--- config.mk ---
export PLATFORM = sky130hd
export DESIGN_NAME = bmp24_stream_encoder
export DESIGN_NICKNAME = d
export VERILOG_FILES = /design/src/rtl/bse_pkg.sv /design/src/rtl/bse_front.sv /design/src/rtl/bse_queue.sv /design/src/rtl/bse_back.sv /design/src/rtl/bmp24_stream_encoder.sv
export SDC_FILE = /design/constraint.sdc
export NUM_CORES = 1
export LEC_CHECK = 0
export ABC_AREA = 1
export BUFFER_PORTS_ARGS = -buffer_cell sky130_fd_sc_hd__buf_2
export CORE_MARGIN = 3
export CORE_UTILIZATION = 65
export CTS_CLUSTER_SIZE = 25
export DETAILED_ROUTE_END_ITERATION = 8
export PLACE_DENSITY_LB_ADDON = 0.15
export SETUP_SLACK_MARGIN = 0.15
export SLEW_MARGIN = 10
export SYNTH_ARGS = -nofsm -noshare
export SYNTH_HDL_FRONTEND = slang
export SYNTH_SLANG_ARGS = --single-unit
--- constraint.sdc ---
create_clock -name clock -period 7.3 [get_ports clock]
set_input_delay 1.825 -clock clock [delete_from_list [all_inputs] [get_ports clock]]
set_output_delay 1.825 -clock clock [all_outputs]
set_load 0.05 [all_outputs]
--- src/rtl/bse_pkg.sv ---
package bse_pkg;

   localparam int unsigned HDR_LEN   = 54;
   localparam int unsigned HDR_IDX_W = $clog2(HDR_LEN);
   localparam logic [31:0] DIB_LEN    = 32'd40;
   localparam logic [7:0]  BPP        = 8'd24;
   localparam logic [7:0]  PLANES     = 8'd1;
   localparam logic [31:0] PPM        = 32'd2835;
   localparam logic [7:0]  CHAR_B     = 8'h42;
   localparam logic [7:0]  CHAR_M     = 8'h4D;
   // Largest padded image size that still fits a 32-bit file size.
   localparam logic [31:0] FILE_LIMIT = 32'hFFFF_FFC9;

   localparam logic ACT_START = 1'b0;
   localparam logic ACT_PIXEL = 1'b1;

   localparam logic CSR_WIDTH  = 1'b0;
   localparam logic CSR_HEIGHT = 1'b1;

   typedef struct packed {
      logic       action;
      logic [7:0] red;
      logic [7:0] green;
      logic [7:0] blue;
   } req_type;

   typedef struct packed {
      logic [7:0] out_byte;
      logic       last;
      logic       frame_end;
      logic       limit_error;
   } rsp_type;

   typedef enum logic [1:0] {
      CMD_HEADER,
      CMD_ERROR,
      CMD_PIXEL
   } cmd_kind_type;

   // One unit of work for the byte emitter.
   typedef struct packed {
      cmd_kind_type kind;
      logic [7:0]   red;
      logic [7:0]   green;
      logic [7:0]   blue;
      logic [1:0]   pad;
      logic         frame_end;
      logic [31:0]  img_size;
   } cmd_type;

endpackage

--- src/rtl/bse_front.sv ---
module bse_front #(
   parameter int DIM_BITS = 16
) (
   input  logic                 clock,
   input  logic                 reset,
   input  logic                 req_valid,
   output logic                 req_ready,
   input  bse_pkg::req_type     req_data,
   input  logic [DIM_BITS-1:0]  width,
   input  logic [DIM_BITS-1:0]  height,
   output logic                 push,
   output bse_pkg::cmd_type     push_cmd,
   input  logic                 q_room
);

   localparam int SW = DIM_BITS + 2;
   localparam int PW = SW + DIM_BITS;
   localparam int CW = (PW > 32) ? PW : 32;

   typedef enum logic [1:0] {
      F_IDLE,
      F_MUL,
      F_PUSH
   } fstate_type;

   fstate_type          state_ff, state_in;
   logic [DIM_BITS-1:0] col_ff, col_in;
   logic [DIM_BITS-1:0] row_ff, row_in;
   logic                open_ff, open_in;
   logic [PW-1:0]       acc_ff, acc_in;
   logic [PW-1:0]       mcand_ff, mcand_in;
   logic [DIM_BITS-1:0] mplier_ff, mplier_in;

   logic [SW-1:0]       w3;
   logic [SW-1:0]       rnd;
   logic [SW-1:0]       stride;
   logic [DIM_BITS-1:0] next_col;
   logic [DIM_BITS-1:0] next_row;
   logic                row_end;
   logic                frm_end;
   logic                accept;
   logic                empty;
   logic                over;
   logic [CW-1:0]       acc_ext;

   assign req_ready = (state_ff == F_IDLE) && q_room;
   assign accept    = req_valid && req_ready;

   always_comb begin
      w3       = SW'({width, 1'b0}) + SW'(width);
      rnd      = w3 + SW'(3);
      stride   = {rnd[SW-1:2], 2'b00};
      next_col = col_ff + DIM_BITS'(1);
      next_row = row_ff + DIM_BITS'(1);
      row_end  = next_col >= width;
      frm_end  = row_end && (next_row >= height);
      empty    = (width == '0) || (height == '0);
      acc_ext  = CW'(acc_ff);
      over     = acc_ext > CW'(bse_pkg::FILE_LIMIT);
   end

   always_comb begin
      state_in  = state_ff;
      col_in    = col_ff;
      row_in    = row_ff;
      open_in   = open_ff;
      acc_in    = acc_ff;
      mcand_in  = mcand_ff;
      mplier_in = mplier_ff;
      push      = 1'b0;
      push_cmd  = '0;
      unique case (state_ff)
         F_IDLE: begin
            if (accept) begin
               if (req_data.action == bse_pkg::ACT_START) begin
                  col_in    = '0;
                  row_in    = '0;
                  open_in   = 1'b0;
                  acc_in    = '0;
                  mcand_in  = PW'(stride);
                  mplier_in = height;
                  state_in  = F_MUL;
               end else if (open_ff) begin
                  push             = 1'b1;
                  push_cmd.kind    = bse_pkg::CMD_PIXEL;
                  push_cmd.red     = req_data.red;
                  push_cmd.green   = req_data.green;
                  push_cmd.blue    = req_data.blue;
                  // Row padding is (4 - 3*width mod 4) mod 4, which equals width mod 4.
                  push_cmd.pad       = row_end ? width[1:0] : 2'b00;
                  push_cmd.frame_end = frm_end;
                  if (row_end) begin
                     col_in  = '0;
                     row_in  = frm_end ? '0 : next_row;
                     open_in = !frm_end;
                  end else begin
                     col_in = next_col;
                  end
               end
            end
         end
         F_MUL: begin
            // Shift-add multiply of stride by height, one height bit a cycle.
            if (mplier_ff == '0) begin
               state_in = F_PUSH;
            end else begin
               if (mplier_ff[0]) begin
                  acc_in = acc_ff + mcand_ff;
               end
               mcand_in  = mcand_ff << 1;
               mplier_in = mplier_ff >> 1;
            end
         end
         F_PUSH: begin
            if (q_room) begin
               push               = 1'b1;
               push_cmd.kind      = over ? bse_pkg::CMD_ERROR : bse_pkg::CMD_HEADER;
               push_cmd.img_size  = acc_ext[31:0];
               push_cmd.frame_end = empty && !over;
               open_in            = !over && !empty;
               state_in           = F_IDLE;
            end
         end
         default: begin
            state_in = F_IDLE;
         end
      endcase
   end

   always_ff @(posedge clock) begin
      if (reset) begin
         state_ff <= F_IDLE;
         col_ff   <= '0;
         row_ff   <= '0;
         open_ff  <= 1'b0;
      end else begin
         state_ff <= state_in;
         col_ff   <= col_in;
         row_ff   <= row_in;
         open_ff  <= open_in;
      end
      acc_ff    <= acc_in;
      mcand_ff  <= mcand_in;
      mplier_ff <= mplier_in;
   end

endmodule

--- src/rtl/bse_queue.sv ---
module bse_queue (
   input  logic             clock,
   input  logic             reset,
   input  logic             push,
   input  bse_pkg::cmd_type push_cmd,
   output logic             room,
   input  logic             pop,
   output logic             head_valid,
   output bse_pkg::cmd_type head
);

   localparam int DEPTH = 2;
   localparam int PTR_W = $clog2(DEPTH);

   bse_pkg::cmd_type entry_ff [DEPTH];
   logic [PTR_W-1:0] wr_ptr_ff, wr_ptr_in;
   logic [PTR_W-1:0] rd_ptr_ff, rd_ptr_in;
   logic [PTR_W:0]   count_ff, count_in;

   assign room       = count_ff != (PTR_W + 1)'(DEPTH);
   assign head_valid = count_ff != '0;
   assign head       = entry_ff[rd_ptr_ff];

   always_comb begin
      wr_ptr_in = push ? wr_ptr_ff + PTR_W'(1) : wr_ptr_ff;
      rd_ptr_in = pop  ? rd_ptr_ff + PTR_W'(1) : rd_ptr_ff;
      count_in  = count_ff + (PTR_W + 1)'(push) - (PTR_W + 1)'(pop);
   end

   always_ff @(posedge clock) begin
      if (reset) begin
         wr_ptr_ff <= '0;
         rd_ptr_ff <= '0;
         count_ff  <= '0;
      end else begin
         wr_ptr_ff <= wr_ptr_in;
         rd_ptr_ff <= rd_ptr_in;
         count_ff  <= count_in;
      end
      if (push) begin
         entry_ff[wr_ptr_ff] <= push_cmd;
      end
   end

endmodule

--- src/rtl/bse_back.sv ---
module bse_back #(
   parameter int DIM_BITS = 16
) (
   input  logic                clock,
   input  logic                reset,
   input  logic                head_valid,
   input  bse_pkg::cmd_type    head,
   output logic                pop,
   input  logic [DIM_BITS-1:0] width,
   input  logic [DIM_BITS-1:0] height,
   output logic                rsp_valid,
   input  logic                rsp_ready,
   output bse_pkg::rsp_type    rsp_data
);

   localparam int IW = bse_pkg::HDR_IDX_W;

   logic [IW-1:0]    idx_ff, idx_in;
   logic             rsp_valid_ff, rsp_valid_in;
   bse_pkg::rsp_type rsp_ff, rsp_in;
   logic [IW-1:0]    last_idx;
   logic             fire;
   logic             is_last;
   logic [7:0]       cur_byte;
   logic [31:0]      total_size;

   // Header layout: 32-bit fields start at offsets 2 mod 4, so the byte
   // within a field is the low offset bits with bit 1 flipped.
   function automatic logic [7:0] hdr_byte(input logic [IW-1:0] idx,
                                           input logic [31:0] fsize,
                                           input logic [31:0] wd,
                                           input logic [31:0] ht,
                                           input logic [31:0] img);
      logic [1:0] sel;
      logic [7:0] b;
      sel = idx[1:0] ^ 2'b10;
      b   = '0;
      unique case (idx) inside
         IW'(0):              b = bse_pkg::CHAR_B;
         IW'(1):              b = bse_pkg::CHAR_M;
         [IW'(2):IW'(5)]:     b = fsize[{sel, 3'b000} +: 8];
         [IW'(10):IW'(13)]:   b = bse_pkg::HDR_LEN[{sel, 3'b000} +: 8];
         [IW'(14):IW'(17)]:   b = bse_pkg::DIB_LEN[{sel, 3'b000} +: 8];
         [IW'(18):IW'(21)]:   b = wd[{sel, 3'b000} +: 8];
         [IW'(22):IW'(25)]:   b = ht[{sel, 3'b000} +: 8];
         IW'(26):             b = bse_pkg::PLANES;
         IW'(28):             b = bse_pkg::BPP;
         [IW'(34):IW'(37)]:   b = img[{sel, 3'b000} +: 8];
         [IW'(38):IW'(45)]:   b = bse_pkg::PPM[{sel, 3'b000} +: 8];
         default:             b = '0;
      endcase
      return b;
   endfunction

   assign total_size = head.img_size + 32'(bse_pkg::HDR_LEN);
   assign fire       = head_valid && (!rsp_valid_ff || rsp_ready);
   assign is_last    = idx_ff == last_idx;
   assign pop        = fire && is_last;
   assign rsp_valid  = rsp_valid_ff;
   assign rsp_data   = rsp_ff;

   always_comb begin
      unique case (head.kind)
         bse_pkg::CMD_HEADER: begin
            last_idx = IW'(bse_pkg::HDR_LEN - 1);
            cur_byte = hdr_byte(idx_ff, total_size, 32'(width), 32'(height),
                                head.img_size);
         end
         bse_pkg::CMD_PIXEL: begin
            last_idx = IW'(2) + IW'(head.pad);
            case (idx_ff)
               IW'(0):  cur_byte = head.blue;
               IW'(1):  cur_byte = head.green;
               IW'(2):  cur_byte = head.red;
               default: cur_byte = '0;
            endcase
         end
         default: begin
            last_idx = '0;
            cur_byte = '0;
         end
      endcase
   end

   always_comb begin
      rsp_in.out_byte    = cur_byte;
      rsp_in.last        = is_last;
      rsp_in.frame_end   = is_last && head.frame_end;
      rsp_in.limit_error = head.kind == bse_pkg::CMD_ERROR;
      if (fire) begin
         rsp_valid_in = 1'b1;
         idx_in       = is_last ? '0 : idx_ff + IW'(1);
      end else begin
         rsp_valid_in = rsp_valid_ff && !rsp_ready;
         idx_in       = idx_ff;
      end
   end

   always_ff @(posedge clock) begin
      if (reset) begin
         rsp_valid_ff <= 1'b0;
         idx_ff       <= '0;
      end else begin
         rsp_valid_ff <= rsp_valid_in;
         idx_ff       <= idx_in;
      end
      if (fire) begin
         rsp_ff <= rsp_in;
      end
   end

endmodule

--- src/rtl/bmp24_stream_encoder.sv ---
// Streams a 24-bit uncompressed BMP file one byte per cycle while rsp_ready
// does not stall it. A start request first runs a shift-add multiply of the
// padded row stride by the height in the front end, and then emits the 54
// header bytes at one per cycle, as back-pressure allows, or a single error
// byte when the image would not fit a 32-bit file size. Each pixel request
// produces blue, green and red, plus zero to three padding bytes at row end;
// a two-entry command queue lets new requests be taken while earlier bytes
// are still going out. Pixels that arrive with no frame open are accepted and
// dropped. The user must write width and height through the csr port only
// while no request is in flight; the block itself does not enforce this.
module bmp24_stream_encoder #(
   parameter int DIM_BITS = 16
) (
   input  logic                clock,
   input  logic                reset,
   input  logic                req_valid,
   output logic                req_ready,
   input  bse_pkg::req_type    req_data,
   output logic                rsp_valid,
   input  logic                rsp_ready,
   output bse_pkg::rsp_type    rsp_data,
   input  logic                csr_wr_en,
   input  logic                csr_index,
   input  logic [DIM_BITS-1:0] csr_wdata
);

   logic [DIM_BITS-1:0] width_ff, width_in;
   logic [DIM_BITS-1:0] height_ff, height_in;

   logic             push;
   bse_pkg::cmd_type push_cmd;
   logic             q_room;
   logic             pop;
   logic             head_valid;
   bse_pkg::cmd_type head;

   always_comb begin
      width_in  = width_ff;
      height_in = height_ff;
      if (csr_wr_en) begin
         unique case (csr_index)
            bse_pkg::CSR_WIDTH:  width_in  = csr_wdata;
            bse_pkg::CSR_HEIGHT: height_in = csr_wdata;
            default: ;
         endcase
      end
   end

   always_ff @(posedge clock) begin
      if (reset) begin
         width_ff  <= '0;
         height_ff <= '0;
      end else begin
         width_ff  <= width_in;
         height_ff <= height_in;
      end
   end

   bse_front #(.DIM_BITS(DIM_BITS)) u_front (
      .clock     (clock),
      .reset     (reset),
      .req_valid (req_valid),
      .req_ready (req_ready),
      .req_data  (req_data),
      .width     (width_ff),
      .height    (height_ff),
      .push      (push),
      .push_cmd  (push_cmd),
      .q_room    (q_room)
   );

   bse_queue u_queue (
      .clock      (clock),
      .reset      (reset),
      .push       (push),
      .push_cmd   (push_cmd),
      .room       (q_room),
      .pop        (pop),
      .head_valid (head_valid),
      .head       (head)
   );

   bse_back #(.DIM_BITS(DIM_BITS)) u_back (
      .clock      (clock),
      .reset      (reset),
      .head_valid (head_valid),
      .head       (head),
      .pop        (pop),
      .width      (width_ff),
      .height     (height_ff),
      .rsp_valid  (rsp_valid),
      .rsp_ready  (rsp_ready),
      .rsp_data   (rsp_data)
   );

endmodule

* Word level (Yosys, flattened, before mapping)
Memories as Yosys holds them, arrays and structs flattened. A register that Yosys moved wholly into a read port is not among the register bits.
Cells that the tools add are included.
** Storage, ports and cells
- Memories :: 1
- Output and inout bits :: 13
- Logic and storage cells :: 172
- Register bits after elaboration :: 173
- Memory bits (writable) :: 122
- Bits of input ports :: 47
** Memories
- u_queue.entry_ff :: depth 2, bits a word 61, rd ports 1, clocked after Yosys merged registers in 1, write ports 1, RTL line bse_queue.sv:15 : bse_pkg::cmd_type entry_ff [DEPTH];
** Cells by class
- Mux-type cells :: 57
- $lt $le $gt $ge :: 17
- Reduce and logical (&&, ||, !) cells :: 40
- Add/sub/neg operators :: 12
- Bitwise logic cells :: 2
- Equal/unequal tests :: 18
- Shift-type cells :: 7
** Operators with widths (number)
- $mux 34 :: 7
- $mux 16 :: 10
- $pmux 34 s2 :: 2
- $shiftx 32x6->8 :: 4
- $shiftx 32x6->8 const A :: 3
- $pmux 8 s11 :: 1
- $mux 29 :: 3
- $logic_not 16->1 :: 3
- $add 34x34->34 :: 1
- $gt 34x32->1 const B :: 1
- $mux 33 :: 1
- $add 16x1->16 const B :: 2
- $add 32x6->32 const B :: 1
- $ge 16x16->1 :: 2
- $mux 32 :: 1
- $pmux 16 s2 :: 1
- $mux 26 :: 1
- $pmux 8 s3 :: 1
- $add 17x16->18 :: 1
- $add 18x2->18 const B :: 1
- $le 6x5->1 const B :: 3
- $logic_and 1x1->1 :: 16
- $pmux 8 s2 :: 1
- $mux 1 :: 15
- 36 further kinds :: 71

* Longest topological paths before layout
Gate-level depths: netlist (run 1).
- Depth in word-level cells :: 9
- Depth in mapped cells :: 24
- Gate-level depth less buffers :: 22

* Modules after synthesis
Synthesis (run 1) repeated with hierarchy kept, for this count alone.
** Unflattened totals
- Cells, all modules :: 2333
- Area, all modules :: 18916.9 um^2
** Modules (own cells, without submodules)
- bse_front :: cells an instance 1288, times used 1, area each 9300.2 um^2, sequential area each 3103.0 um^2
- bse_queue :: cells an instance 221, times used 1, area each 4931.0 um^2, sequential area each 3763.6 um^2
- bse_back :: cells an instance 647, times used 1, area each 3377.0 um^2, sequential area each 470.5 um^2
- bmp24_stream_encoder :: cells an instance 177, times used 1, area each 1308.8 um^2, sequential area each 640.6 um^2

* Least setup slack after synthesis (run 1)
OpenSTA, ideal clock, no wires.
- Path kind :: input to register
- Start :: input port req_valid
- End :: memory u_queue.entry_ff[1][10] (netlist name) (enable)
- Setup time :: 478 ps
- Path slack :: 1986 ps
- Cell stages on the path :: 4
- Data required time :: 6822 ps
- Buffers on the path :: 0
- Arrival :: 4837 ps
- Path through :: nand2_1 -> nor2_1 -> nor2_1 -> nor2_1
** Between the ends
- Longest elaborated chain between the ends :: 5
** RTL lines
- start: declaration :: RTL line bmp24_stream_encoder.sv:16 : input logic req_valid,
- $logic_and 1x1->1 :: RTL line bse_front.sv:47 : assign accept = req_valid && req_ready;
- $mux 1 :: RTL line bse_front.sv:74 : if (accept) begin
- $pmux 1 s2 :: RTL line bse_front.sv:72 : unique case (state_ff)
- $mux 1 :: RTL line bse_queue.sv:40 : if (push) begin
- $mux 1 (implied by the code) :: RTL line bse_queue.sv:41 : entry_ff[wr_ptr_ff] <= push_cmd;
- end: declaration :: RTL line bse_queue.sv:15
No other way between the ends.

* Worst setup path after layout (run 1)
- Start :: register u_front.col_ff[0]
- End :: register u_front.row_ff[13]
** Between the ends
- Longest elaborated chain between the ends :: 7
- Elaborated cells between the ends (all ways) :: 9
- Those cells by class :: add/sub: 1; order compare: 1; eq/ne: 1; mux: 4; reduce/logical: 2
** RTL lines
- start: declaration :: RTL line bse_front.sv:27 : logic [DIM_BITS-1:0] col_ff, col_in;
- start signal: assignment :: RTL line bse_front.sv:138 : col_ff <= col_in;
- $add 16x1->16 * :: RTL line bse_front.sv:53 : next_col = col_ff + DIM_BITS'(1);
- $ge 16x16->1 * :: RTL line bse_front.sv:55 : row_end = next_col >= width;
- $logic_and 1x1->1 :: RTL line bse_front.sv:56 : frm_end = row_end && (next_row >= height);
- $mux 16 :: RTL line bse_front.sv:94 : row_in = frm_end ? '0 : next_row;
- $mux 16 :: RTL line bse_front.sv:92 : if (row_end) begin
- $mux 16 :: RTL line bse_front.sv:83 : end else if (open_ff) begin
- $mux 16 :: RTL line bse_front.sv:75 : if (req_data.action == bse_pkg::ACT_START) begin
- end signal: assignment :: RTL line bse_front.sv:139 : row_ff <= row_in;
- end: declaration :: RTL line bse_front.sv:28 : logic [DIM_BITS-1:0] row_ff, row_in;
Mark *: on every way between the ends. The rest lies on a longest branch, timed or not. The select of a mux whose other input is x is not followed.
A chain may end at the register's enable or synchronous reset.

==> results of run 1 <==
==> cells in the final DEF, fill, tap and decap left out, drive strengths merged, types with 8 or more instances in the layout <==
cell type,Yosys,layout
dfxtp,79,79
o22ai,12,12
clkinv,4,13
nor4,8,8
edfxtp,209,209
a211oi,13,13
inv,289,290
nor3,34,34
a21oi,187,187
xor2,37,37
nand2,488,488
o21a,9,9
a31oi,12,12
o21ai,191,191
ha,108,108
nand3,111,111
nor2,237,237
nand4,29,29
xnor2,16,16
clkbuf,39,44
buf,27,68
==> metrics by stage <==
step | std cells | power, uW | instance area [um^2] | hold WS (ps)
after floorplan | 2189 | 2500 | 17700 | 439
after global placement | 2526 | 2690 | 18100 | 451
after detailed placement | 2526 | 2720 | 18100 | 466
after CTS | 2582 | 4280 | 19100 | 475
after global routing | 2582 | 4460 | 19100 | 521
final | 2582 | 4290 | 19100 | 475
==> flip-flops by register name, summed over array words and instances (netlist names), 2 cells and up, named ones only <==
| name | flops |
|---|---|
| u_front.row_ff | 16 |
| u_front.state_ff | 2 |
| u_queue.entry_ff | 118 |
| u_back.idx_ff | 6 |
| u_back.rsp_data | 11 |
| width_ff | 16 |
| height_ff | 16 |
| u_queue.count_ff | 2 |
| u_front.mcand_ff | 32 |
| u_front.acc_ext | 32 |
| u_front.col_ff | 16 |
| u_front.mplier_ff | 16 |
==> layer usage <==
layer / up-vias / global-route usage (%)
met5: - / 0
met3: 72 / 5.06
met2: 638 / 49.9
met1: 7138 / 43.5
met4: 0 / 7.03
li1: 7444 / -
==> power breakdown <==
| group | leakage [uW] | switching [uW] | internal, uW |
|---|---|---|---|
| Sequential | 0.00263 | 72.9 | 1860 |
| Clock | 0.000515 | 644 | 939 |
| Combinational | 0.00527 | 536 | 242 |
==> cells by family after synthesis <==
family | Yosys count
compound gates | 460
xor+xnor | 53
fa+ha+maj | 109
buf+inv | 359
flops | 288
mux | 2
simple gates | 918
==> path summary, 6_finish.rpt <==
check	startpoint	endpoint	slack, ps	cells after the start
min reg2reg	u_front.col_ff[4]$_SDFFE_PP0P_	u_front.col_ff[4]$_SDFFE_PP0P_	480	2
max	u_front.col_ff[0]$_SDFFE_PP0P_	u_front.row_ff[13]$_SDFFE_PP0P_	2720	20
max reg2reg	u_front.col_ff[0]$_SDFFE_PP0P_	u_front.row_ff[13]$_SDFFE_PP0P_	2720	20
min	u_front.col_ff[4]$_SDFFE_PP0P_	u_front.col_ff[4]$_SDFFE_PP0P_	480	2
==> cell type report <==
class                      instances  area (um^2)
timing repair buffer              68          363
tap                              335          419
inverter                         293         1110
clock buffer                      44          917
fill                            2099         7300
multi-input combinational       1542         8350
clock inverter                    12          113
sequential                       288         7860
==> critical path, delay by kind of cell (launching register included) <==
family | cells | cell delay [ps]
compound gates | 4 | 1350
xor+xnor | 1 | 130
fa+ha+maj | 2 | 490
buf+inv | 4 | 460
flops | 1 | 400
simple gates | 9 | 1630
==> results.txt, run 1 <==
Total DRC errors in the routed layout: 0. At the end of routability-driven placement, the weighted congestion stood at 0.954. The worst setup path is launched from a flop.

In the final routed layout, each cell accounts on average for 17.6 um. Buffers inserted during clock tree synthesis total 30. Setup repair after global routing left no endpoint under its margin. Summed over all layers, the global routing overflow is 0.

The tool flagged a number of max-cap violations equal to 0. The data arrival at the endpoint of the critical path came out at 5020 ps. For the initial antenna violation count, the log shows 0.

After Yosys synthesis, and, or, nand and nor cells account for 22.3% of the synthesized area. The sequential-to-total area share from yosys stat was 44.4%; the distinct cell type count after synthesis was 59. Detailed routing placed a total of 21.0 mm of wire on met2. The cell area power density came out at 224 mW/mm^2.

Total setup buffers inserted after CTS: 0. The wire-length estimate of the detail-placed layout is 33.0 mm. The number of gates resized after CTS was 0. The tools report the overall die area as 0.0292 mm^2. The run gives 1 as the number of H-tree levels. For this run, the slowest stage of the critical path takes 870 ps. In the synthesized netlist, the number of instances is 2189. The tools report the area of the mapped netlist as 0.0177 mm^2. The logs give 27.2% for the normalized max-slew margin and 30.6% for the overall global routing resource usage. The worst setup slack after layout was 2720 ps; the total count of hold-check failures in the final report was 0. Setup total negative slack on the finished layout was measured at 0 ps. By count the netlist is led by sky130_fd_sc_hd__nand2_1, sky130_fd_sc_hd__inv_1, sky130_fd_sc_hd__nor2_1. The type of destination of the critical path is a flop. Number of setup violations in the final report: 0.

The worst path in the final design needs a cycle of 4580 ps, including I/O delays and setup. The Yosys step of the flow raised 0 warnings. The tools report the total core area as 0.0264 mm^2.

The share of layout cells above drive strength 1 is 7.92%, and the achievable clock frequency is 218 MHz. The number of global-route vias before repair was 14300; the average footprint of a synthesized cell was 8.09 um^2. After clock tree synthesis, the clock-pin slew on the worst setup and hold paths is 60 ps. The share of async-settable or async-resettable flops after synthesis is 0%.

Cell occurring most often along the worst timing path: sky130_fd_sc_hd__nand3_1. The clock net sink count came out at 288. The maximum number of pins on one net before global-route repair was 70; the layout net count was 2379.

The worst hold path belongs to the class reg -> reg. The run gives 15300 as the routed via count. Summed over all nets, wire length on met3 after detailed routing comes to 3.90 mm. The later pin in the worst-skew pair is clocked with a latency of 560 ps. The horizontal extent of the die is 171 um, and the biggest fanout along the worst timing path is 19. For the pin with the worst max-slew slack, the measured transition is 1090 ps. Critical-path cell with the highest stage delay: sky130_fd_sc_hd__o21ai_1. The final routed wirelength across all metal layers is 45.4 mm, and the floorplan die height is 171 um. 0 antenna diodes ended up in the layout.

The first global-routing pass estimated 72.2 mm of wire. When the netlist entered floorplanning its net count stood at 2345. Of all cell types, the one taking the most synthesized area is sky130_fd_sc_hd__edfxtp_1. sky130_fd_sc_hd__nand2_1 is the most common cell in the netlist.

In this run, synthesis inferred 209 flip-flops with an integrated enable. The total of buffers placed on input and output ports is 59. 60 I/O pins were placed. The register bit total from synthesis works out to 288. The required time at the worst-slack endpoint is 7740 ps, and the detail-routed via count per cell is 5.92. The synthesized netlist devotes 7.75% of its cell area to adder and majority cells.

After Yosys synthesis, XOR and XNOR cells account for 2.62% of the synthesized area. After synthesis, the share of cell area in mux cells is 0.113%. For this design, the CTS-stage hold fixing added 0 buffers.

In this run the core area contains 59 standard-cell rows. Across the routed clock network, the largest skew measured is 19.6 ps. The max-slew violation total from the final report was 0; the synthesized-area fraction occupied by ao, oa, aoi and oai cells was 14.3%. Traced cell by cell, the critical path runs through ha_1 -> nand3_1 -> nor3b_1 -> nand3_1 -> nor3_1 -> nand3_1 -> nor2_1 -> xnor2_1 -> inv_1 -> ha_1 -> nand2_1 -> inv_1 -> nand3_1 -> inv_1 -> a21oi_1 -> nand3_1 -> o21ai_1 -> inv_2 -> o21ai_0 -> a21oi_1. The setup path with the least slack is of type reg -> reg. The tools report the maximum VDD drop as 0.000171 V. The main combinational cell family by area after synthesis is simple AND/OR/NAND/NOR gates. The run finished with clean final reports. The tools report the leakage power figure as 0.00841 uW. The share of synthesized area in the top cell type comes to 35.5%.

The initial utilization of the core area, before any placement, comes to 67.0%. The detail route stage leaves a number of antenna-violating nets equal to 0. The final critical path takes up 62.8% of the cycle. The final core utilization was 72.4%. For the maximum root-to-sink buffer count, the log shows 3. Relative to the synthesized area, the layout overhead comes to 8.09%. In the final routing, the length of wire on met1 measures 19.5 mm. TritonCTS built the clock tree. Timing analysis after detailed placement gives a worst setup slack of 2800 ps. The cell sitting at the root of the clock tree is a sky130_fd_sc_hd__clkbuf_16.

The first detailed-routing pass took 6 iterations. The top layer reached by signal wires was met4. In this run, the number of DRC markers left after iteration 0 of detailed routing was 1777.

In the post-synthesis netlist, the biggest area contributors are sky130_fd_sc_hd__edfxtp_1, sky130_fd_sc_hd__nand2_1, sky130_fd_sc_hd__dfxtp_1, sky130_fd_sc_hd__ha_1, sky130_fd_sc_hd__inv_1. The most frequently used flop master after synthesis is sky130_fd_sc_hd__edfxtp_1.
No activity file was read; power rests on OpenSTA's default activity.
==> run 2, diff against run 1 <==
- ABC_AREA: 1 -> 0
- CORE_UTILIZATION: 65 -> 57
- clock period: 7.3 -> 3.8 ns (I/O delays scaled with it)
==> run 2 against run 1 <==
Non-clock buffer count rose by 34; sequential share of layout area up 0.17 points; highest routed layer unchanged; clock power increased by 100%; largest cell class unchanged; hold slack improved by 7.3 ps; flip-flop and latch count is the same; routed wire length fell by 6.8%; critical path depth shrank 4; cell area is 0.20% lower; setup slack worse by 2400 ps; largest power group unchanged; sequential power up 91%.
==> results.txt, run 2 <==
The flow ran to the end, and the final reports show no timing, DRC or antenna violations. Post-route setup TNS: 0 ps (unchanged). Worst setup slack after layout: 277 ps (-2440 ps). The run gives 0 (unchanged) as the number of maximum-capacitance constraint violations. The total of buffers placed on input and output ports works out to 59 (unchanged).

For the number of setup violations in the final report, the log shows 0 (unchanged). TritonCTS built the clock tree. The run gives 30.2 mm (-8.3%) as the detailed placer's ending HPWL.

The maximum number of pins on one net before global-route repair is 61 (-13%), and the clock latency reported for the late side of the worst-skew pair is 570 ps (about the same). The endpoint of the worst-slack reg-to-reg timing path was u_front.row_ff[2]$_SDFFE_PP0P_. The logic depth of the worst path, buffers included was 16 (-20%). Max-slew violation total from the final report: 0 (unchanged). The register with the most flip-flops in the final layout is u_queue.entry_ff. The global-route wire length before repair came out at 66.4 mm (-8.1%). Detail-routed via count per cell: 6.13 (+3.6%). The horizontal extent of the die is 179 um (+4.6%). Sequential-to-total area share from yosys stat: 46.1% (+1.7 points). The number of warning messages in the yosys log was 0 (unchanged); the internal portion of total power was 5980 uW (+97%). The count of pins on the block boundary came out at 60 (unchanged). The worst setup path is captured at a flop.

The final setup skew was 7.06 ps (-12.5 ps). The fraction of post-synthesis cell area in the top cell type by area came out at 36.8% (+1.4 points). The total cell area at the placement stage is 0.0178 mm^2 (-1.7%). The clock period minus worst slack works out to 3520 ps (-1060 ps). The normalized max-slew margin came out at 34.2% (+7.1 points). The run gives 0.000379 V (+120%) as the maximum VDD drop. The top cell types in the final layout, fill and taps aside, are sky130_fd_sc_hd__edfxtp_1, sky130_fd_sc_hd__nand2_1, sky130_fd_sc_hd__a21oi_1. The relative contribution of the clock network to total power is 38.5% (+1.6 points), and the average footprint of a synthesized cell is 9.92 um^2 (+23%).

The register-to-register setup slack is 280 ps (-2440 ps). The share of layout cells above drive strength 1 was 13.2% (+5.3 points); the maximum single-stage delay on the critical path was 370 ps (-500 ps). The leading cell type in the layout, fill and taps excluded was sky130_fd_sc_hd__edfxtp_1. The cell area power density came out at 431 mW/mm^2 (+92%). The overall die area is 0.0320 mm^2 (+9.4%), and the routed wire length per instance is 19.4 um (+10%).

The register bit total from synthesis is 288 (unchanged), and the total DRC errors in the routed layout is 0 (unchanged). The most used flip-flop cell after synthesis is sky130_fd_sc_hd__edfxtp_1. The total congestion overflow after global routing was 0 (unchanged); the number of buffers added by the clock tree synthesis step was 31 (+3.3%). The maximum root-to-sink buffer count was 3 (unchanged); the final cell count without fillers was 2178 (-16%).

Net switching power of the design: 2250 uW (+79%). The gate count of the mapped netlist was 1717 (-22%). Clock-pin slew on the worst setup and hold paths: 60 ps (about the same). Compared with the post-synthesis result, the final layout area differs by 12.1%.

Critical-path cell with the highest stage delay: sky130_fd_sc_hd__dfxtp_4. The combinational group share of total power is 16.7% (-1.4 points), and the number of cells in the design after placement is 2116 (-16%). The number of H-tree levels was 1 (unchanged); the worst hold path depth was 2 (unchanged). Data arrival at the endpoint of the critical path: 3970 ps (-1050 ps). The count of nets left with antenna violations after detail routing is 0 (unchanged).

The setup path with the least slack is of type reg -> reg. The first-pass detailed-route iteration total is 5 (-1). After synthesis, the most frequently instantiated cells are sky130_fd_sc_hd__edfxtp_1, sky130_fd_sc_hd__nand2_1, sky130_fd_sc_hd__a21oi_1. The critical path goes through ha_4 -> and3_1 -> and3_4 -> and3_4 -> nand3_2 -> or2_4 -> xnor2_2 -> ha_1 -> nand4_1 -> a211oi_2 -> o21ai_2 -> and2_4 -> o211ai_1 -> buf_6 -> a2bb2oi_1 -> mux2i_1. For the routed via count, the log shows 13400 (-13%). The path depth of the worst reg2reg path came out at 16 (-20%). The number of flip-flops under the largest register name was 118 (unchanged).

Setup repair after global routing could not meet its margin everywhere. The final routed wirelength across all metal layers was 42.2 mm (-6.8%); the worst slack at placement was -86.2 ps (-2880 ps). The distinct cell type count after synthesis is 100 (+69%). Biggest area consumer among synthesized cells: sky130_fd_sc_hd__edfxtp_1.

In this design, the critical path's most frequently occurring cell is sky130_fd_sc_hd__and3_4. Number of antenna repair diodes: 0 (unchanged). The share of async-settable or async-resettable flops after synthesis came out at 0% (unchanged). Path category of the worst min-delay check: reg -> reg. The worst hold path terminates at u_front.row_ff[1]$_SDFFE_PP0P_. The run gives 288 (unchanged) as the clock net sink count.

The leakage power figure is 0.00726 uW (-14%), and the part of the power in registers is 44.8% (-0.2 points). The logs give 0.0291 mm^2 (+10%) for the total core area and 0.946 (-0.85%) for the last weighted congestion value of the routability-driven placer. The worst register-to-register path begins at u_front.col_ff[1]$_SDFFE_PP0P_. In this run the most critical hold path is launched from u_front.row_ff[1]$_SDFFE_PP0P_.

The tools report the violation count after the first detailed-routing iteration as 1271 (-28%). Yosys instantiated no cell more often than sky130_fd_sc_hd__edfxtp_1. The total count of hold-check failures in the final report was 0 (unchanged).

The tools report the total number of placement rows as 62 (+5.1%). Top cell family by delay on the critical path: simple AND/OR/NAND/NOR gates. The overall global routing resource usage is 25.9% (-4.7 points).

The final clock period utilization by the worst path works out to 92.7% (+30 points). The slew at the pin with the worst max-slew slack is 984 ps (-107 ps). The number of global-route vias before repair is 12600 (-12%). The net switching share of the total power works out to 27.3% (-1.9 points). The tools report the total power as 8230 uW (+92%). The final cell area excluding filler cells was 0.0191 mm^2 (-0.20%).

The biggest fanout along the worst timing path was 7 (-12); the area of the mapped netlist was 0.0170 mm^2 (-3.8%). In this run the clock root is driven by a sky130_fd_sc_hd__clkbuf_16. The number of enable flip-flop cells after synthesis is 209 (unchanged), and the number of nets produced by synthesis is 1873 (-20%). The required time at the worst-slack endpoint was 4240 ps (-3500 ps); the achievable clock frequency was 284 MHz (+30%). The number of buffers and inverters on the critical path works out to 1 (-3). By area the synthesized netlist is led by sky130_fd_sc_hd__edfxtp_1, sky130_fd_sc_hd__dfxtp_1, sky130_fd_sc_hd__ha_1, sky130_fd_sc_hd__nand2_1, sky130_fd_sc_hd__a21oi_1. The initial core utilization is 58.6% (-8.4 points), and the initial antenna violation count is 0 (unchanged). The floorplan die height works out to 179 um (+4.6%). The worst setup path is launched from a flop.

The run gives 1927 (-19%) as the layout net count.
[run 2: timing repair]
| item | CTS | global route |
|---|---|---|
| setup buffers | 0 | 5 |
| gates cloned | 0 | 1 |
| pin swaps | 0 | 8 |
| gates resized for setup | 10 | 41 |
| setup endpoints to repair | 29 | 39 |
| hold buffers | 0 | 0 |
[run 2: per-layer routing]
layer,track usage [%],vias to the layer above,share of wire (%)
met3,3.83,82,6.6
met5,0,-,0
met4,7.18,0,2.5
met1,36.0,6384,44
met2,42.5,443,47
li1,-,6449,-
[run 2: cell type report]
cell class,instances,area [um^2]
fillers,2305,10000
multi-input cells,1285,8770
flip-flops and latches,288,7880
clock buffers,39,848
repair buffers,102,659
well taps,384,480
inverters,63,236
clock inverters,17,224
[run 2: worst max path at each step]
| stage | startpoint | endpoint |
|---|---|---|
| 6_report | u_front.col_ff[1]$_SDFFE_PP0P_ | u_front.row_ff[2]$_SDFFE_PP0P_ |
| 5_1_grt | u_front.row_ff[0]$_SDFFE_PP0P_ | u_front.row_ff[2]$_SDFFE_PP0P_ |
| 3_3_place_gp | u_front.col_ff[1]$_SDFFE_PP0P_ | u_front.col_ff[13]$_SDFFE_PP0P_ |
| 3_5_place_dp | u_front.col_ff[1]$_SDFFE_PP0P_ | u_front.row_ff[11]$_SDFFE_PP0P_ |
| 4_1_cts | u_front.col_ff[1]$_SDFFE_PP0P_ | u_front.row_ff[6]$_SDFFE_PP0P_ |
| 2_1_floorplan | u_front.col_ff[0]$_SDFFE_PP0P_ | u_front.row_ff[13]$_SDFFE_PP0P_ |
[run 2: power groups by stage]
stage	sequential (uW)	combinational [uW]	clock [uW]
finish	3680	1370	3170
global route	3700	1530	3350
CTS	3680	1360	3220
detailed placement	3750	1350	0
global placement	3750	1320	0
floorplan	3720	999	0
[run 2: logic make-up (layout without fill, tap and decap cells)]
family / count (synthesis) / count (layout) / synth area share, %
and+or+nand+nor: 621 / 621 / 18.6
AOI/OAI and AO/OA: 428 / 428 / 16.8
DFF: 288 / 288 / 46.1
buffers and inverters: 144 / 221 / 3.51
adders and majority gates: 109 / 109 / 8.05
xor gates and xnor gates: 87 / 87 / 4.47
muxes: 40 / 40 / 2.43
[run 2: worst min-delay path, stage by stage (launching register included)]
cell and delay, ps:
sky130_fd_sc_hd__dfxtp_2 340, sky130_fd_sc_hd__nand2_1 50, sky130_fd_sc_hd__a21oi_1 50
[run 2: per-stage QoR]
stage / utilization (%) / hold WS, ps
3_3_place_gp: 61.2 / 459
2_1_floorplan: - / 449
3_5_place_dp: 61.2 / 473
5_1_grt: 65.6 / 509
4_1_cts: 65.0 / 481
6_report: 65.6 / 482
==> run 3, diff against run 2 <==
- CORE_UTILIZATION: 57 -> 63
- clock period: 3.8 -> 3.3 ns (I/O delays scaled with it)
==> run 3 against run 2 <==
The run now ends with setup timing left; clock power is 12% higher; routed wire length is 3.9% higher; final cell count is 0.37% higher; combinational power is 25% higher; total power is 15% higher; largest cell class unchanged; core utilization is 9.6 points higher; highest routed layer unchanged; first-iteration DRC count is 17% higher.
==> results.txt, run 3 (synthesis results as in run 2) <==
The run finished, with violations left. The checks that failed: setup timing. In this run the worst hold path is classified as reg -> reg. The max-slew violation total from the final report came out at 0 (unchanged). The total number of placement rows came out at 59 (-4.8%). The overall global routing resource usage was 28.8% (+2.9 points); the last weighted congestion value of the routability-driven placer was 0.943 (-0.30%).

The normalized max-slew margin is 27.1% (-7.2 points), and the count of pins on the block boundary is 60 (unchanged). Setup repair after global routing could not meet its margin everywhere. The clock latency reported for the late side of the worst-skew pair is 560 ps (about the same). The tools report the initial antenna violation count as 0 (unchanged). The run gives 0.0263 mm^2 (-9.7%) as the total core area.

The path depth of the worst reg2reg path is 16 (unchanged), and the routed wire length per instance is 20.1 um (+3.6%). The slew at the pin with the worst max-slew slack was 1090 ps (+108 ps); the global-route wire length before repair was 68.0 mm (+2.3%). The number of buffers inserted by hold repair at cts is 0 (unchanged). The final clock period utilization by the worst path was 104% (+12 points).

Clock net sink count: 288 (unchanged). Horizontal extent of the die: 170 um (-4.7%). The total of buffers placed on input and output ports came out at 59 (unchanged). The number of global-route vias before repair is 13300 (+5.9%), and the maximum number of pins on one net before global-route repair is 71 (+16%).

The tools report the achievable clock frequency as 291 MHz (+2.4%). From synthesis to final layout, the design area changed by 16.1%. Required time at the worst-slack endpoint: 3730 ps (-510 ps). The critical path in this run is classified as reg -> reg. Biggest fanout along the worst timing path: 6 (-1). For the initial core utilization, the log shows 64.8% (+6.3 points).

The startpoint kind of the worst setup timing path was a flop. The tools report the number of antenna repair diodes as 0 (unchanged). The total congestion overflow after global routing is 0 (unchanged), and the overall die area is 0.0290 mm^2 (-9.2%). TritonCTS built the clock tree. The worst hold path depth came out at 2 (unchanged).

Clock period minus worst slack: 3440 ps (-83.4 ps). The share of layout cells above drive strength 1 came out at 18.4% (+5.2 points). In this run the critical register-to-register path is captured at u_front.row_ff[2]$_SDFFE_PP0P_. The number of buffers added by the clock tree synthesis step was 31 (unchanged). The layout net count is 1984 (+3.0%), and the detail-routed via count per cell is 6.37 (+3.8%).

The leakage power figure is 0.00761 uW (+4.8%). Number of setup violations in the final report: 15 (+15). The area taken by multi-input logic gates was 0.00907 mm^2 (+3.5%); the worst slack at placement was -129 ps (-42.4 ps). Total count of hold-check failures in the final report: 0 (unchanged).

Total DRC errors in the routed layout: 0 (unchanged). The worst hold path begins at u_front.col_ff[11]$_SDFFE_PP0P_. The clock-pin slew on the worst setup and hold paths is 60 ps (about the same).

The data arrival at the endpoint of the critical path is 3860 ps (-110 ps), and the count of nets left with antenna violations after detail routing is 0 (unchanged). The logs give 1 (unchanged) for the number of H-tree levels and 43.9 mm (+3.9%) for the final routed wirelength across all metal layers. The routed via count is 13900 (+4.2%).

The maximum VDD drop is 0.000395 V (+4.3%). The area taken by flip-flops and latches came out at 0.00789 mm^2 (+0.24%). Sink of the worst hold path: u_front.col_ff[11]$_SDFFE_PP0P_.

The worst setup path is captured at a flop. Register bank with the most flops: u_queue.entry_ff. The run gives 11.6 ps (+4.51 ps) as the final setup skew. For the first-pass detailed-route iteration total, the log shows 5 (unchanged).

Leaving out fill and tap cells, the most frequent cell in the layout is sky130_fd_sc_hd__edfxtp_1. The final cell count without fillers was 2186 (+0.37%); the number of fill cells in the layout was 1810 (-21%). The floorplan die height came out at 170 um (-4.7%). For the violation count after the first detailed-routing iteration, the log shows 1483 (+17%).

The tree is rooted in a sky130_fd_sc_hd__clkbuf_16. In the layout the commonest cells are sky130_fd_sc_hd__edfxtp_1, sky130_fd_sc_hd__nand2_1, sky130_fd_sc_hd__a21oi_1. The detailed placer's ending HPWL is 30.7 mm (+1.6%). The number of cells in the design after placement came out at 2108 (-0.38%). The worst register-to-register path begins at u_front.col_ff[1]$_SDFFE_PP0P_. For the worst setup slack after layout, the log shows -139 ps (-417 ps). The number of maximum-capacitance constraint violations was 0 (unchanged). The register-to-register setup slack was -140 ps (-420 ps); the number of flip-flops under the largest register name was 118 (unchanged). The cell area power density is 480 mW/mm^2 (+11%). The tools report the maximum root-to-sink buffer count as 3 (unchanged).
## run 3: final cells by class
class	instances	area share (%)
Clock buffer	37	4.29
Clock inverter	19	1.01
Timing Repair Buffer	158	5.62
Multi-Input combinational cell	1286	45.9
Inverter	63	1.20
Sequential cell	288	39.9
Tap cell	335	2.12
## run 3: what timing repair did
item / in CTS / in global routing
pin swaps: 2 / 37
resized for setup: 32 / 77
setup endpoints to repair: 42 / 51
gates cloned: 0 / 2
buffers inserted: 4 / 16
## run 3: worst max path at each step
stage | start | end | slack (ps)
after CTS | u_front.col_ff[1]$_SDFFE_PP0P_ | u_front.row_ff[2]$_SDFFE_PP0P_ | -30
after floorplan | u_front.col_ff[1]$_SDFFE_PP0P_ | u_front.row_ff[2]$_SDFFE_PP0P_ | -90
after global placement | u_front.col_ff[1]$_SDFFE_PP0P_ | u_front.row_ff[2]$_SDFFE_PP0P_ | -30
final | u_front.col_ff[1]$_SDFFE_PP0P_ | u_front.row_ff[2]$_SDFFE_PP0P_ | -140
after detailed placement | u_front.col_ff[1]$_SDFFE_PP0P_ | u_front.row_ff[2]$_SDFFE_PP0P_ | -130
after global routing | u_front.col_ff[0]$_SDFFE_PP0P_ | u_front.row_ff[6]$_SDFFE_PP0P_ | -280
## run 3: metal layers
metal | GRT usage (%) | part of all wire, % | vias to the layer above | wire (um)
met4 | 10.3 | 3.8 | 0 | 1650
met1 | 39.8 | 42 | 6641 | 18500
met3 | 3.46 | 7.1 | 135 | 3140
met2 | 47.3 | 47 | 563 | 20600
li1 | - | - | 6578 | -
met5 | 0 | 0 | - | 0
## run 3: power breakdown
group,internal [uW],switching [uW]
logic,663,1050
clock network,2130,1420
registers,4070,152
## run 3: metrics by stage
stage / utilization, % / TNS [ps] / power [uW] / hold WS, ps / cell area [um^2]
CTS: 73.6 / -86.6 / 9430 / 488 / 19400
global placement: 69.2 / -113 / 5840 / 477 / 18200
global route: 75.3 / -4120 / 9820 / 520 / 19800
finish: 75.3 / -1130 / 9490 / 497 / 19800
floorplan: - / -162 / 5440 / 449 / 17200
detailed placement: 69.2 / -1920 / 5890 / 481 / 18200
## run 3: worst max-delay path: stages, from the launching register on
cell and delay [ps]:
sky130_fd_sc_hd__dfxtp_4 370, sky130_fd_sc_hd__ha_4 130, sky130_fd_sc_hd__and3_4 190, sky130_fd_sc_hd__and3_4 180, sky130_fd_sc_hd__and3_4 220, sky130_fd_sc_hd__nand3_4 80
sky130_fd_sc_hd__or2_4 270, sky130_fd_sc_hd__xnor2_2 140, sky130_fd_sc_hd__ha_1 300, sky130_fd_sc_hd__nand4_1 140, sky130_fd_sc_hd__a211oi_2 230, sky130_fd_sc_hd__o21ai_2 150
sky130_fd_sc_hd__and2_4 200, sky130_fd_sc_hd__o211ai_1 230, sky130_fd_sc_hd__buf_4 230, sky130_fd_sc_hd__a2bb2oi_2 150, sky130_fd_sc_hd__mux2i_1 100
